### src/hw/rtl/priority_bitmap_round_robin_scheduler_core_macros.svh
// Assertion macros for the ready-queue scheduler core.
// Each macro expects a clock named clk and an active-low reset named rst_n.
`ifndef PRIORITY_BITMAP_ROUND_ROBIN_SCHEDULER_CORE_MACROS_SVH
`define PRIORITY_BITMAP_ROUND_ROBIN_SCHEDULER_CORE_MACROS_SVH

// Antecedent holds in a cycle, consequent holds in the same cycle.
`define PBRR_ASSERT_IMPLIES(label, ante, cons, msg) \
    label: assert property (@(posedge clk) disable iff (!rst_n) (ante) |-> (cons)) \
        else $error(msg);

// Expression holds at every clock edge out of reset.
`define PBRR_ASSERT_ALWAYS(label, expr, msg) \
    label: assert property (@(posedge clk) disable iff (!rst_n) (expr)) \
        else $error(msg);

`endif

### src/hw/rtl/pbrr_pkg.sv
// Package for the ready-queue scheduler: transaction structs, request and
// status codes, field widths and parameter defaults. No dependencies.
package pbrr_pkg;

    localparam int TASK_W   = 5;
    localparam int PRIO_W   = 3;
    localparam int REQ_W    = 2;
    localparam int STATUS_W = 2;

    // task ids the request field can name
    localparam int MAX_SLOTS = 2 ** TASK_W;

    localparam int DEF_MAX_TASKS   = 32;
    localparam int DEF_PRIO_LEVELS = 8;

    localparam logic [REQ_W-1:0] REQ_ADD      = 2'd0;
    localparam logic [REQ_W-1:0] REQ_REMOVE   = 2'd1;
    localparam logic [REQ_W-1:0] REQ_PICK     = 2'd2;
    localparam logic [REQ_W-1:0] REQ_RESERVED = 2'd3;

    localparam logic [STATUS_W-1:0] ST_OK         = 2'd0;
    localparam logic [STATUS_W-1:0] ST_ALREADY    = 2'd1;
    localparam logic [STATUS_W-1:0] ST_NOT_QUEUED = 2'd2;
    localparam logic [STATUS_W-1:0] ST_NONE_READY = 2'd3;

    typedef struct packed {
        logic [REQ_W-1:0]  req_type;
        logic [TASK_W-1:0] task_id;
        logic [PRIO_W-1:0] task_prio;
    } request_t;

    typedef struct packed {
        logic [TASK_W-1:0]   picked_task;
        logic [PRIO_W-1:0]   picked_prio;
        logic [STATUS_W-1:0] status;
    } result_t;

endpackage

### src/hw/rtl/priority_bitmap_round_robin_scheduler_core.sv
// Each accepted request is held in req_reg; its result is registered in rsp_reg
// with done high. Throughput: one transaction per cycle; busy is never raised.
// The single pass reads head, tail and link tables once each in flops.
// Reset clears the ready bitmap, the queued flags and the control flops; the
// link, level, head and tail tables are not cleared and need no clearing pass.
// Depends on pbrr_pkg and priority_bitmap_round_robin_scheduler_core_macros.svh.
`include "priority_bitmap_round_robin_scheduler_core_macros.svh"

module priority_bitmap_round_robin_scheduler_core #(
    parameter int MAX_TASKS   = pbrr_pkg::DEF_MAX_TASKS,
    parameter int PRIO_LEVELS = pbrr_pkg::DEF_PRIO_LEVELS
) (
    input  logic               clk,
    input  logic               rst_n,
    input  logic               start,
    output logic               busy,
    input  pbrr_pkg::request_t req,
    output logic               done,
    output pbrr_pkg::result_t  rsp
);

    localparam int TASK_W    = pbrr_pkg::TASK_W;
    localparam int PRIO_W    = pbrr_pkg::PRIO_W;
    localparam int NUM_SLOTS = (MAX_TASKS < pbrr_pkg::MAX_SLOTS) ? MAX_TASKS
                                                                  : pbrr_pkg::MAX_SLOTS;
    localparam int SLOT_W    = (NUM_SLOTS > 1) ? $clog2(NUM_SLOTS) : 1;
    localparam int LVL_W     = (PRIO_LEVELS > 1) ? $clog2(PRIO_LEVELS) : 1;
    localparam logic [LVL_W-1:0] TOP_LVL = LVL_W'(PRIO_LEVELS - 1);

    // control and state
    logic                   req_valid_reg;
    pbrr_pkg::request_t     req_reg;
    logic                   done_reg;
    pbrr_pkg::result_t      rsp_reg;
    pbrr_pkg::result_t      rsp_next;
    logic [PRIO_LEVELS-1:0] ready_levels_reg;
    logic [PRIO_LEVELS-1:0] ready_levels_next;
    logic [NUM_SLOTS-1:0]   task_queued_reg;
    logic [NUM_SLOTS-1:0]   task_queued_next;

    logic [LVL_W-1:0]  task_level_reg [NUM_SLOTS];
    logic [SLOT_W-1:0] next_link_reg  [NUM_SLOTS];
    logic [SLOT_W-1:0] prev_link_reg  [NUM_SLOTS];
    logic [SLOT_W-1:0] level_head_reg [PRIO_LEVELS];
    logic [SLOT_W-1:0] level_tail_reg [PRIO_LEVELS];

    // decode
    logic              accept;
    logic              tid_ok;
    logic [SLOT_W-1:0] tid;
    logic [LVL_W-1:0]  add_lvl;
    logic [LVL_W-1:0]  pick_lvl;
    logic              any_ready;
    logic [LVL_W-1:0]  lvl_sel;
    logic [SLOT_W-1:0] head_q;
    logic [SLOT_W-1:0] tail_q;
    logic              lvl_ready;
    logic [SLOT_W-1:0] link_addr;
    logic [SLOT_W-1:0] nxt_q;
    logic [SLOT_W-1:0] prv_q;
    logic              tid_queued;

    // table write ports
    logic              next_we;
    logic [SLOT_W-1:0] next_wa;
    logic [SLOT_W-1:0] next_wd;
    logic              prev_we;
    logic [SLOT_W-1:0] prev_wa;
    logic [SLOT_W-1:0] prev_wd;
    logic              level_we;
    logic              head_we;
    logic [SLOT_W-1:0] head_wd;
    logic              tail_we;
    logic [SLOT_W-1:0] tail_wd;

    assign busy   = 1'b0;
    assign accept = start && !busy;
    assign done   = done_reg;
    assign rsp    = rsp_reg;

    assign tid_ok     = (int'(req_reg.task_id) < NUM_SLOTS);
    assign tid        = req_reg.task_id[SLOT_W-1:0];
    assign tid_queued = task_queued_reg[tid];
    assign add_lvl    = (int'(req_reg.task_prio) < PRIO_LEVELS) ? req_reg.task_prio[LVL_W-1:0]
                                                                : TOP_LVL;
    assign any_ready  = |ready_levels_reg;

    always_comb
    begin
        pick_lvl = TOP_LVL;
        for (int i = PRIO_LEVELS - 1; i >= 0; i--)
        begin
            if (ready_levels_reg[i])
            begin
                pick_lvl = LVL_W'(i);
            end
        end
    end

    always_comb
    begin
        case (req_reg.req_type)
            pbrr_pkg::REQ_ADD:    lvl_sel = add_lvl;
            pbrr_pkg::REQ_REMOVE: lvl_sel = task_level_reg[tid];
            default:              lvl_sel = pick_lvl;
        endcase
    end

    assign head_q    = level_head_reg[lvl_sel];
    assign tail_q    = level_tail_reg[lvl_sel];
    assign lvl_ready = ready_levels_reg[lvl_sel];
    assign link_addr = (req_reg.req_type == pbrr_pkg::REQ_PICK) ? head_q : tid;
    assign nxt_q     = next_link_reg[link_addr];
    assign prv_q     = prev_link_reg[tid];

    always_comb
    begin
        ready_levels_next = ready_levels_reg;
        task_queued_next  = task_queued_reg;
        next_we  = 1'b0;
        next_wa  = tail_q;
        next_wd  = tid;
        prev_we  = 1'b0;
        prev_wa  = tid;
        prev_wd  = tail_q;
        level_we = 1'b0;
        head_we  = 1'b0;
        head_wd  = tid;
        tail_we  = 1'b0;
        tail_wd  = tid;
        rsp_next = '{picked_task: '0, picked_prio: '0, status: pbrr_pkg::ST_OK};

        if (req_valid_reg)
        begin
            case (req_reg.req_type)
                pbrr_pkg::REQ_ADD:
                begin
                    if (!tid_ok)
                    begin
                        rsp_next.status = pbrr_pkg::ST_NOT_QUEUED;
                    end
                    else if (tid_queued)
                    begin
                        rsp_next.status = pbrr_pkg::ST_ALREADY;
                    end
                    else
                    begin
                        if (lvl_ready)
                        begin
                            next_we = 1'b1;
                            prev_we = 1'b1;
                        end
                        else
                        begin
                            head_we = 1'b1;
                            ready_levels_next[lvl_sel] = 1'b1;
                        end
                        tail_we  = 1'b1;
                        level_we = 1'b1;
                        task_queued_next[tid] = 1'b1;
                    end
                end
                pbrr_pkg::REQ_REMOVE:
                begin
                    if (!tid_ok || !tid_queued)
                    begin
                        rsp_next.status = pbrr_pkg::ST_NOT_QUEUED;
                    end
                    else
                    begin
                        if (head_q == tid && tail_q == tid)
                        begin
                            ready_levels_next[lvl_sel] = 1'b0;
                        end
                        else if (head_q == tid)
                        begin
                            head_we = 1'b1;
                            head_wd = nxt_q;
                        end
                        else if (tail_q == tid)
                        begin
                            tail_we = 1'b1;
                            tail_wd = prv_q;
                        end
                        else
                        begin
                            next_we = 1'b1;
                            next_wa = prv_q;
                            next_wd = nxt_q;
                            prev_we = 1'b1;
                            prev_wa = nxt_q;
                            prev_wd = prv_q;
                        end
                        task_queued_next[tid] = 1'b0;
                    end
                end
                pbrr_pkg::REQ_PICK:
                begin
                    if (!any_ready)
                    begin
                        rsp_next.status = pbrr_pkg::ST_NONE_READY;
                    end
                    else
                    begin
                        // head moves to the tail unless it is alone
                        if (tail_q != head_q)
                        begin
                            head_we = 1'b1;
                            head_wd = nxt_q;
                            next_we = 1'b1;
                            next_wd = head_q;
                            prev_we = 1'b1;
                            prev_wa = head_q;
                            tail_we = 1'b1;
                            tail_wd = head_q;
                        end
                        rsp_next.picked_task = TASK_W'(head_q);
                        rsp_next.picked_prio = PRIO_W'(pick_lvl);
                    end
                end
                default:
                begin
                    rsp_next.status = pbrr_pkg::ST_OK;
                end
            endcase
        end
    end

    always_ff @(posedge clk or negedge rst_n)
    begin
        if (!rst_n)
        begin
            req_valid_reg    <= 1'b0;
            done_reg         <= 1'b0;
            ready_levels_reg <= '0;
            task_queued_reg  <= '0;
        end
        else
        begin
            req_valid_reg    <= accept;
            done_reg         <= req_valid_reg;
            ready_levels_reg <= ready_levels_next;
            task_queued_reg  <= task_queued_next;
        end
    end

    always_ff @(posedge clk)
    begin
        if (accept)
        begin
            req_reg <= req;
        end
        if (req_valid_reg)
        begin
            rsp_reg <= rsp_next;
        end
        if (next_we)
        begin
            next_link_reg[next_wa] <= next_wd;
        end
        if (prev_we)
        begin
            prev_link_reg[prev_wa] <= prev_wd;
        end
        if (level_we)
        begin
            task_level_reg[tid] <= lvl_sel;
        end
        if (head_we)
        begin
            level_head_reg[lvl_sel] <= head_wd;
        end
        if (tail_we)
        begin
            level_tail_reg[lvl_sel] <= tail_wd;
        end
    end

    `PBRR_ASSERT_IMPLIES(a_done_after_work, done, $past(req_valid_reg),
        "result strobe without a transaction in process")
    `PBRR_ASSERT_IMPLIES(a_none_ready_empty, done && rsp.status == pbrr_pkg::ST_NONE_READY,
        $past(ready_levels_reg) == '0, "no ready task reported while a level was ready")
    `PBRR_ASSERT_ALWAYS(a_levels_le_tasks,
        $countones(ready_levels_reg) <= $countones(task_queued_reg),
        "more ready levels than queued tasks")

endmodule
### config.mk
export PLATFORM = sky130hd
export DESIGN_NAME = priority_bitmap_round_robin_scheduler_core
export DESIGN_NICKNAME = d
export VERILOG_FILES = /design/src/hw/rtl/pbrr_pkg.sv /design/src/hw/rtl/priority_bitmap_round_robin_scheduler_core.sv
export VERILOG_INCLUDE_DIRS = /design/src /design/src/hw/rtl
export SDC_FILE = /design/constraint.sdc
export NUM_CORES = 1
export LEC_CHECK = 0
export ABC_AREA = 1
export BUFFER_PORTS_ARGS = -buffer_cell sky130_fd_sc_hd__buf_4
export CAP_MARGIN = 40
export CORE_MARGIN = 1
export CORE_UTILIZATION = 55
export CTS_BUF_LIST = sky130_fd_sc_hd__clkbuf_4
export CTS_CLUSTER_DIAMETER = 60
export DETAILED_ROUTE_END_ITERATION = 6
export PLACE_DENSITY = 0.72
export SETUP_SLACK_MARGIN = 0.1
export SLEW_MARGIN = 25
export SYNTH_ARGS = -nofsm -noshare
export SYNTH_HDL_FRONTEND = slang
export SYNTH_SLANG_ARGS = --single-unit
### constraint.sdc
create_clock -name clk -period 5.24 [get_ports clk]
set_clock_uncertainty 0.05 [all_clocks]
set_input_delay 0.786 -clock clk [delete_from_list [all_inputs] [get_ports clk]]
set_output_delay 0.786 -clock clk [all_outputs]
set_load 0.02 [all_outputs]
# After elaboration in Yosys (flattened, before gate mapping)
# Memories as Yosys holds them, arrays and structs flattened. A register that Yosys moved wholly into a read port is not among the register bits.
# Index checks and enable logic that the tools add are counted.
dict set report word_totals {
  register_bits 62
  latchBits 0
  ram_bits 496
  rom_bits 0
  in_bits 13
  output_inout_bits 12
  wordCells 135
  n_memories 5
}
# name words word_bits rd rd_clocked_by_memory_dff write_ports line
set mem_list {}
lappend mem_list {next_link_reg 32 5 1 0 1 priority_bitmap_round_robin_scheduler_core.sv:42} ;# logic [SLOT_W-1:0] next_link_reg [NUM_SLOTS];
lappend mem_list {prev_link_reg 32 5 1 1 1 priority_bitmap_round_robin_scheduler_core.sv:43} ;# logic [SLOT_W-1:0] prev_link_reg [NUM_SLOTS];
lappend mem_list {task_level_reg 32 3 1 1 1 priority_bitmap_round_robin_scheduler_core.sv:41} ;# logic [LVL_W-1:0] task_level_reg [NUM_SLOTS];
lappend mem_list {level_head_reg 8 5 1 0 1 priority_bitmap_round_robin_scheduler_core.sv:44} ;# logic [SLOT_W-1:0] level_head_reg [PRIO_LEVELS];
lappend mem_list {level_tail_reg 8 5 1 0 1 priority_bitmap_round_robin_scheduler_core.sv:45} ;# logic [SLOT_W-1:0] level_tail_reg [PRIO_LEVELS];
dict set report classes {
  add_sub_neg 0
  mul 0
  div_mod_pow 0
  order_cmp 4
  n_eq_ne 9
  shifts 0
  mux 92
  bitwise 6
  n_reduce_logical 9
}
# operator count
set ops {}
lappend ops {{$mux 5} 27}
lappend ops {{$mux 32} 2}
lappend ops {{$pmux 32 s2} 1}
lappend ops {{$mux 1} 37}
lappend ops {{$and 32x32->32} 1}
lappend ops {{$mux 8} 4}
lappend ops {{$not 32->32} 1}
lappend ops {{$or 32x32->32} 1}
lappend ops {{$pmux 5 s2} 3}
lappend ops {{$pmux 8 s2} 1}
lappend ops {{$mux 3} 4}
lappend ops {{$eq 5x5->1} 2}
lappend ops {{$pmux 1 s3} 3}
lappend ops {{$and 8x8->8} 1}
lappend ops {{$mux 2} 4}
lappend ops {{$ne 2x2->1 const B} 4}
lappend ops {{$not 8->8} 1}
lappend ops {{$or 8x8->8} 1}
lappend ops {{$reduce_or 8->1} 1}
lappend ops {{$lt 5x6->1 const B} 1}
lappend ops {{$pmux 2 s3} 1}
lappend ops {{$pmux 3 s2} 1}
lappend ops {{$reduce_and 6->1} 1}
lappend ops {{$bmux 1 s5} 1}
lappend ops {{other kinds (14)} 16}

# Depth between registers and ports, before layout
# Gate-level depths: netlist of run 1.
# An unclocked memory read counts as a cell.
dict set report logic_depth {
  ltp_word 18
  mapped_depth 34
  ltp_nobuf 29
}

# Worst setup path after synthesis of run 1
# No wires, ideal clock.
dict set report synth_timing {
  path_type {reg-to-reg}
  startpoint {register with a tool-made name}
  endpoint {memory next_link_reg[30][0] (netlist name) (enable)}
  setup_time_ns 0.340
  arrival_ns 3.889
  required_ns 4.850
  slack_ns 0.962
  stages_incl_launch_ff 29
  path_buffers 4
  period_less_slack_ns 4.278
  cell_sequence {dfxtp_1 buf_4 buf_4 nand2_1 nand3_1 nand3_1 nand2_1 nand2_1 nand3_1 nand3_1 nand2_1 buf_6 buf_2 o21ai_0 nand2_1 nand2_1 nand2_1 inv_1 nand2_1 nand2_1 nor2_1 nand4_2 nand4_4 nor2_8 o21ai_2 inv_1 nor2_1 nand2_1 nor2_1}
}
# item line
set synth_lines {}
lappend synth_lines {{end, declared} priority_bitmap_round_robin_scheduler_core.sv:42}

==> results.py, run 1 <==
metrics = {
    "status": {
        "outcome": "completed",
    },
    "floorplan": {
        "die_h_um": 216,
        "rows": 77,
        "core_area_um2": 44600,
        "dieArea_um2": 46500,
        "start_util_pct": 56.3,
        "die_w_um": 216,
        "ios": 25,
    },
    "synthesis": {
        "synth_top_family_by_area": "simple AND/OR/NAND/NOR gates",
        "synth_cell_types": 55,
        "async_flop_share_pct": 7.46,
        "ys_top_cells_by_count": "516 x edfxtp_1, 502 x nand2_1, 304 x nand3_1, 277 x nor2_1, 222 x inv_1",
        "synth_mux_area_share_pct": 0,
        "syn_nets": 2421,
        "synth_warnings": 0,
        "synthesis.area_um2": 25100,
        "synth-seq-cells": 563,
        "synth_seq_area_share_pct": 66.3,
        "netlist_instances": 2404,
        "synth_area_leader_cell": "edfxtp_1",
        "synth_flop_cell": "edfxtp_1",
        "synthAdderAreaFrac_pct": 0.199,
        "synth_xor_xnor_area_share_pct": 0.209,
        "synth_compound_area_share_pct": 6.87,
        "synth-edff-count": 516,
        "synth_simple_gate_area_share_pct": 20.2,
        "synth_most_common_cell": "edfxtp_1",
        "avgSynthCellArea_um2": 10.4,
        "synthTopCellsByArea": "edfxtp_1 62%, nand2_1 7.5%, nand3_1 6.1%, dfrtp_1 4.2%, nor2_1 4.1%",
        "yosysTopAreaCellShare_pct": 61.7,
    },
    "critical_path": {
        "regToRegSetupSlack_ns": 0.37,
        "start_kind": "register",
        "required_ns": 5.83,
        "path_class": "register to register",
        "endpoint_kind": "register",
        "r2r_end": "prev_link_reg[22][4]$_DFFE_PP_",
        "r2r_cells": 27,
        "cp_max_fo": 32,
        "critPathArrivalTime_ns": 5.46,
    },
    "drt": {
        "drtIter0Drc": 2177,
        "via_per_inst": 5.78,
        "drc_errors": 0,
        "finalWirelength_um": 64100,
        "post_drt_wl_per_cell_um": 19.8,
        "via_count": 18800,
        "ant_nets": 0,
        "drt-pass1-iter-count": 6,
    },
    "sta": {
        "slew_violations": 0,
        "fmax_mhz": 205,
        "tightest_slew_ns": 0.802,
        "setup_viol": 0,
        "fin_crit_ns": 4.87,
        "finalCritPeriodShare_pct": 92.9,
        "max_slew_margin_pct": 46.5,
        "rsz0062_at_grt": "no",
        "hold_violations": 0,
    },
    "power_and_ir_drop": {
        "combPwrFrac_pct": 27.3,
        "p_int_mw": 8.51,
        "max-vdd-ir-drop_mv": 0.349,
        "power_frac_clock_pct": 28.9,
        "p_leak_nw": 11.0,
        "power_frac_seq_pct": 43.8,
        "p_per_area_nw_per_um2": 454,
        "power_mw": 13.0,
        "swShare_pct": 34.8,
        "switchingPower_mw": 4.54,
    },
    "placement": {
        "detailed_place_hpwl_um": 39500,
        "gp_congestion": 0.909,
        "io_buffer_count": 23,
        "post_dp_cell_area_um2": 26000,
        "placed_cells": 2966,
    },
    "grt": {
        "overflow": 0,
        "grt_max_degree": 84,
        "grt_pass1_vias": 18100,
        "grt_pass1_wl_um": 98000,
        "antenna_found_initial": 2,
        "grt_usage_pct": 27.5,
    },
    "finish": {
        "syn2layout_area_growth_pct": 14.4,
        "final_cell_area_um2": 28700,
        "drive_gt1_share_pct": 17.7,
        "finalNonFillerCells": 3245,
        "nets": 2557,
        "nFillCells": 3501,
    },
    "job": {
        "cap_violations": 0,
    },
    "clocking": {
        "cts_tree": "yes",
        "cts.sinks": 563,
        "clock_path_buffers": 3,
        "h-tree-depth": 4,
        "insertion_delay_ns": 1.00,
        "clkTransAtPathRegs_ns": 0.07,
        "cts-root-buf": "clkbuf_4",
        "cts_buffers": 144,
    },
    "worst_hold_path": {
        "min_path_type": "input pin to asynchronous set/reset pin",
    },
}
-- what timing repair did --
| item | CTS | global route |
|---|---|---|
| cloned | 0 | 5 |
| endpoints found under the setup margin | 47 | 447 |
| gates resized for setup | 3 | 165 |
| hold buffers | 12 | 0 |
| buffers inserted | 0 | 3 |
| hold endpoints to repair | 56 | 0 |
-- worst max-delay path, cell delays in order, from the launching register on --
cell and delay [ns]:
dfxtp_4 0.36, clkinv_2 0.12, buf_16 0.20, nand2_1 0.08, nand3_1 0.08, nand3_1 0.12
nand2_1 0.09, nand2_1 0.06, nand3_1 0.08, nand3_1 0.17, nand2_2 0.24, nor2_4 0.23
nand2_1 0.21, o22ai_1 0.28, nor2_1 0.11, nand2_2 0.16, nor2_1 0.07, a21oi_2 0.30
inv_1 0.18, nand3_1 0.16, nand2_1 0.09, nand2_1 0.07, nand2_1 0.06, nand2_1 0.06
nand2_1 0.04, nand2_1 0.26, nand3_1 0.29, nor2_2 0.31
-- power groups by stage --
| stage | Clock [mW] | Combinational (mW) | Sequential, mW |
|---|---|---|---|
| floorplan | 0 | 2.06 | 5.78 |
| global placement | 0 | 3.18 | 5.79 |
| detailed placement | 0 | 3.22 | 5.80 |
| CTS | 3.84 | 3.24 | 5.71 |
| global route | 4.05 | 3.85 | 5.72 |
| finish | 3.77 | 3.56 | 5.71 |
-- per-layer routing --
layer  part of all wire, %  track usage [%]  up-vias  routed length [um]
met4                   3.1             12.4        0                1970
met2                    47             42.5      977               30400
met5                     0                0        -                   0
met1                    41             37.2     8958               26300
li1                      -                -     8673                   -
met3                   8.6             6.17      156                5490
-- worst max path at each step --
stage,start,to,slack (ns)
4_1_cts,register,next_link_reg[27][2]$_DFFE_PP_,0.11
3_5_place_dp,register,level_head_reg[6][1]$_DFFE_PP_,-0.008
3_3_place_gp,register,level_head_reg[7][1]$_DFFE_PP_,0.07
5_1_grt,register,prev_link_reg[25][3]$_DFFE_PP_,0.05
6_report,register,prev_link_reg[22][4]$_DFFE_PP_,0.37
2_1_floorplan,register,next_link_reg[30][0]$_DFFE_PP_,0.96
-- cell type report --
| type | count | area [um^2] | area share [%] |
|---|---|---|---|
| antenna | 5 | 12.5 | 0.0436 |
| clock buffer | 205 | 1540 | 5.36 |
| clock inverter | 49 | 303 | 1.05 |
| inverter | 237 | 897 | 3.12 |
| multi-input combinational | 1480 | 7520 | 26.2 |
| sequential | 563 | 16700 | 58.0 |
| tap | 592 | 741 | 2.58 |
| timing repair buffer | 113 | 1040 | 3.62 |
| timing repair inverter | 1 | 7.51 | 0.0261 |
-- metrics by stage --
step / hold WS [ns] / util [%] / setup WS [ns] / TNS, ns
2_1_floorplan: 0.403 / - / 0.962 / 0
3_3_place_gp: 0.417 / 58.3 / 0.0720 / 0
3_5_place_dp: 0.425 / 58.3 / -0.00847 / -0.0414
4_1_cts: 0.213 / 62.7 / 0.109 / 0
5_1_grt: 0.284 / 64.4 / 0.0455 / 0
6_report: 0.275 / 64.4 / 0.372 / 0
-- cells in the final DEF, fill, tap and decap left out, types with 17 or more instances in the layout --
| cell type | count |
|---|---|
| a21oi_1 | 17 |
| buf_4 | 88 |
| clkbuf_4 | 205 |
| clkinv_1 | 38 |
| dfrtp_1 | 42 |
| edfxtp_1 | 516 |
| inv_1 | 221 |
| nand2_1 | 488 |
| nand2_2 | 20 |
| nand3_1 | 297 |
| nand4_1 | 19 |
| nor2_1 | 211 |
| nor2_4 | 58 |
| nor3_1 | 35 |
| o21ai_0 | 149 |
| o21ai_1 | 19 |
| o221ai_1 | 25 |
| o22ai_1 | 28 |
-- logic make-up (layout without fill, tap and decap cells) --
| kind of cell | Yosys count | count (layout) |
|---|---|---|
| AOI/OAI and AO/OA | 291 | 291 |
| xor gates and xnor gates | 6 | 6 |
| adders and majority gates | 4 | 4 |
| buffers and inverters | 361 | 605 |
| DFF | 563 | 563 |
| other | 1 | 6 |
| and+or+nand+nor | 1178 | 1178 |
Power figures use the tool's default switching activity.
==> run 2, diff against run 1 <==
--- a/config.mk
+++ b/config.mk
@@ -15,5 +15,5 @@
 export CTS_CLUSTER_DIAMETER = 60
 export DETAILED_ROUTE_END_ITERATION = 6
-export PLACE_DENSITY = 0.72
+export PLACE_DENSITY = 0.76
 export SETUP_SLACK_MARGIN = 0.1
 export SLEW_MARGIN = 25
==> constraint.sdc (replaced) <==
create_clock -name clk -period 5.24 [get_ports clk]
set_clock_uncertainty 0.05 [all_clocks]
set_input_delay 1.048 -clock clk [delete_from_list [all_inputs] [get_ports clk]]
set_output_delay 1.048 -clock clk [all_outputs]
set_load 0.02 [all_outputs]
==> run 2 against run 1 <==
Via count grew 0.23%. Critical endpoint is now prev_link_reg[31][3]$_DFFE_PP_. Combinational power grew 2%. Count of clock-buffer cells in the layout shrank 2. Power grew 0.34%. Non-clock buffer count shrank 17. The run now ends with design-rule violations left. First-iteration DRC count grew 1.4%. Setup slack lost 0.10 ns. Critical path type unchanged. Final area is essentially flat. Register-to-register slack lost 0.10 ns. Sequential power is essentially flat. Flip-flop and latch count is the same.
==> results.py, run 2 (same netlist as run 1, synthesis figures left out) <==
metrics = {
    "job": {
        "cap_violations": 0,
    },
    "sta": {
        "fmax_mhz": 201,
        "tightest_slew_ns": 0.853,
        "setup_slack_ns": 0.270,
        "setup_viol": 0,
        "finalCritPeriodShare_pct": 94.8,
        "slew_violations": 0,
        "rsz0062_at_grt": "no",
        "hold_violations": 0,
        "tns_ns": 0,
        "fin_crit_ns": 4.97,
        "max_slew_margin_pct": 42.6,
    },
    "critical_path": {
        "max_stage_delay_ns": 0.44,
        "required_ns": 5.87,
        "cp_max_fo": 40,
        "path_class": "register to register",
        "r2r_end": "prev_link_reg[31][3]$_DFFE_PP_",
        "r2r_cells": 31,
        "critPathSlowestCell": "dfxtp_4",
        "crit_top_cell": "nand2_1",
        "endpoint_kind": "register",
        "critPathArrivalTime_ns": 5.60,
        "start_kind": "register",
        "regToRegSetupSlack_ns": 0.27,
    },
    "placement": {
        "detailed_place_hpwl_um": 39200,
        "pre_cts_ws_ns": -0.0419,
        "gp_congestion": 0.946,
        "io_buffer_count": 23,
        "post_dp_cell_area_um2": 25900,
    },
    "status": {
        "outcome": "finished with violations",
        "failed_checks": "design-rule violations",
    },
    "drt": {
        "drc_errors": 1,
        "ant_nets": 0,
        "post_drt_wl_per_cell_um": 20.0,
        "drtIter0Drc": 2207,
        "finalWirelength_um": 64200,
        "via_count": 18800,
        "drt-pass1-iter-count": 7,
        "via_per_inst": 5.86,
    },
    "grt": {
        "grt_pass1_wl_um": 97400,
        "overflow": 0,
        "grt_max_degree": 99,
        "antenna_found_initial": 2,
        "grt_usage_pct": 27.2,
        "grt_pass1_vias": 18000,
    },
    "clocking": {
        "insertion_delay_ns": 1.02,
        "cts_buffers": 141,
        "clkTransAtPathRegs_ns": 0.07,
        "cts_tree": "yes",
        "clock_path_buffers": 3,
        "h-tree-depth": 4,
        "cts.sinks": 563,
        "cts-root-buf": "clkbuf_4",
    },
    "floorplan": {
        "die_w_um": 216,
        "ios": 25,
        "core_area_um2": 44600,
        "rows": 77,
        "die_h_um": 216,
        "start_util_pct": 56.3,
        "dieArea_um2": 46500,
    },
    "power_and_ir_drop": {
        "max-vdd-ir-drop_mv": 0.352,
        "p_per_area_nw_per_um2": 456,
        "p_leak_nw": 10.9,
    },
    "finish": {
        "layout_common_cells": "516 x edfxtp_1, 488 x nand2_1, 295 x nand3_1, 221 x inv_1, 206 x nor2_1",
        "final_cell_area_um2": 28700,
        "syn2layout_area_growth_pct": 14.5,
        "nFillCells": 3337,
        "final_common_cell": "edfxtp_1",
        "drive_gt1_share_pct": 17.8,
        "nets": 2536,
    },
    "worst_hold_path": {
        "hold_end": "add_lvl[2]$_DFFE_PP_",
        "min_path_type": "input pin to register",
        "min-delay-start": "req[2]",
        "hold_path_depth": 1,
    },
}
[run 2: cell types whose count changed in the layout (fill, tap and decap cells not counted), sizes merged]
cell         before  now
dlygate4sd3      12    1
clkinvlp          3    2
buf              98   89
bufinv            4    5
inv             236  238
clkinv           44   27
clkbuf          208  209
[run 2: layer usage]
layer | part of all wire [%] | vias up | wire (um) | global-route usage (%)
li1 | - | 8626 | - | -
met1 | 39 | 8924 | 25200 | 36.4
met2 | 48 | 1101 | 30700 | 42.5
met3 | 9.7 | 156 | 6210 | 6.57
met4 | 3.2 | 0 | 2080 | 12.0
met5 | 0 | - | 0 | 0
[run 2: per-stage QoR]
| step | cells | power [mW] | hold slack [ns] | utilization (%) |
|---|---|---|---|---|
| 3_5_place_dp | 2955 | 8.99 | 0.425 | 58.1 |
| 3_3_place_gp | 2955 | 8.93 | 0.417 | 58.1 |
| 5_1_grt | 3209 | 13.7 | 0.0980 | 64.4 |
| 6_report | 3211 | 13.1 | 0.148 | 64.4 |
| 2_1_floorplan | 2404 | 7.85 | 0.403 | - |
| 4_1_cts | 3194 | 12.7 | 0.0770 | 62.2 |
[run 2: final cells by class]
type / instances / area (um^2) / share of cell area [%]
repair buffers: 96 / 957 / 3.33
flip-flops and latches: 563 / 16700 / 57.9
clock buffers: 203 / 1520 / 5.30
well taps: 592 / 741 / 2.58
diodes: 5 / 12.5 / 0.0435
inverters: 237 / 900 / 3.13
clock inverters: 35 / 273 / 0.949
multi-input cells: 1480 / 7680 / 26.7
[run 2: report_power, final]
group	internal, mW	switching (mW)	leakage, nW
Sequential	5.61	0.110	5.25
Combinational	0.920	2.70	4.58
Clock	2.02	1.73	1.07
Total	8.55	4.55	10.9
[run 2: how the worst max path moves through the flow]
stage | from | endpoint | slack, ns
final | register | prev_link_reg[31][3]$_DFFE_PP_ | 0.27
after detailed placement | register | prev_link_reg[14][1]$_DFFE_PP_ | -0.04
after floorplan | register | next_link_reg[30][0]$_DFFE_PP_ | 0.96
after global placement | register | level_head_reg[6][0]$_DFFE_PP_ | 0.05
after CTS | register | prev_link_reg[4][3]$_DFFE_PP_ | 0.02
after global routing | register | prev_link_reg[31][3]$_DFFE_PP_ | 0.07
[run 2: repair_timing]
item                       4_1_cts  5_1_grt
hold buffers                     1        0
setup endpoints to repair      208      549
resized for setup               18      180
pin swaps                        0       12
setup buffers                    0        5
gates cloned                     0        6
hold endpoints to repair        42        0
[run 2: critical path: cells and delay by family (launching register included)]
family / cells / cell delay, ns
buffers and inverters: 5 / 0.87
DFF: 1 / 0.44
and+or+nand+nor: 26 / 3.26
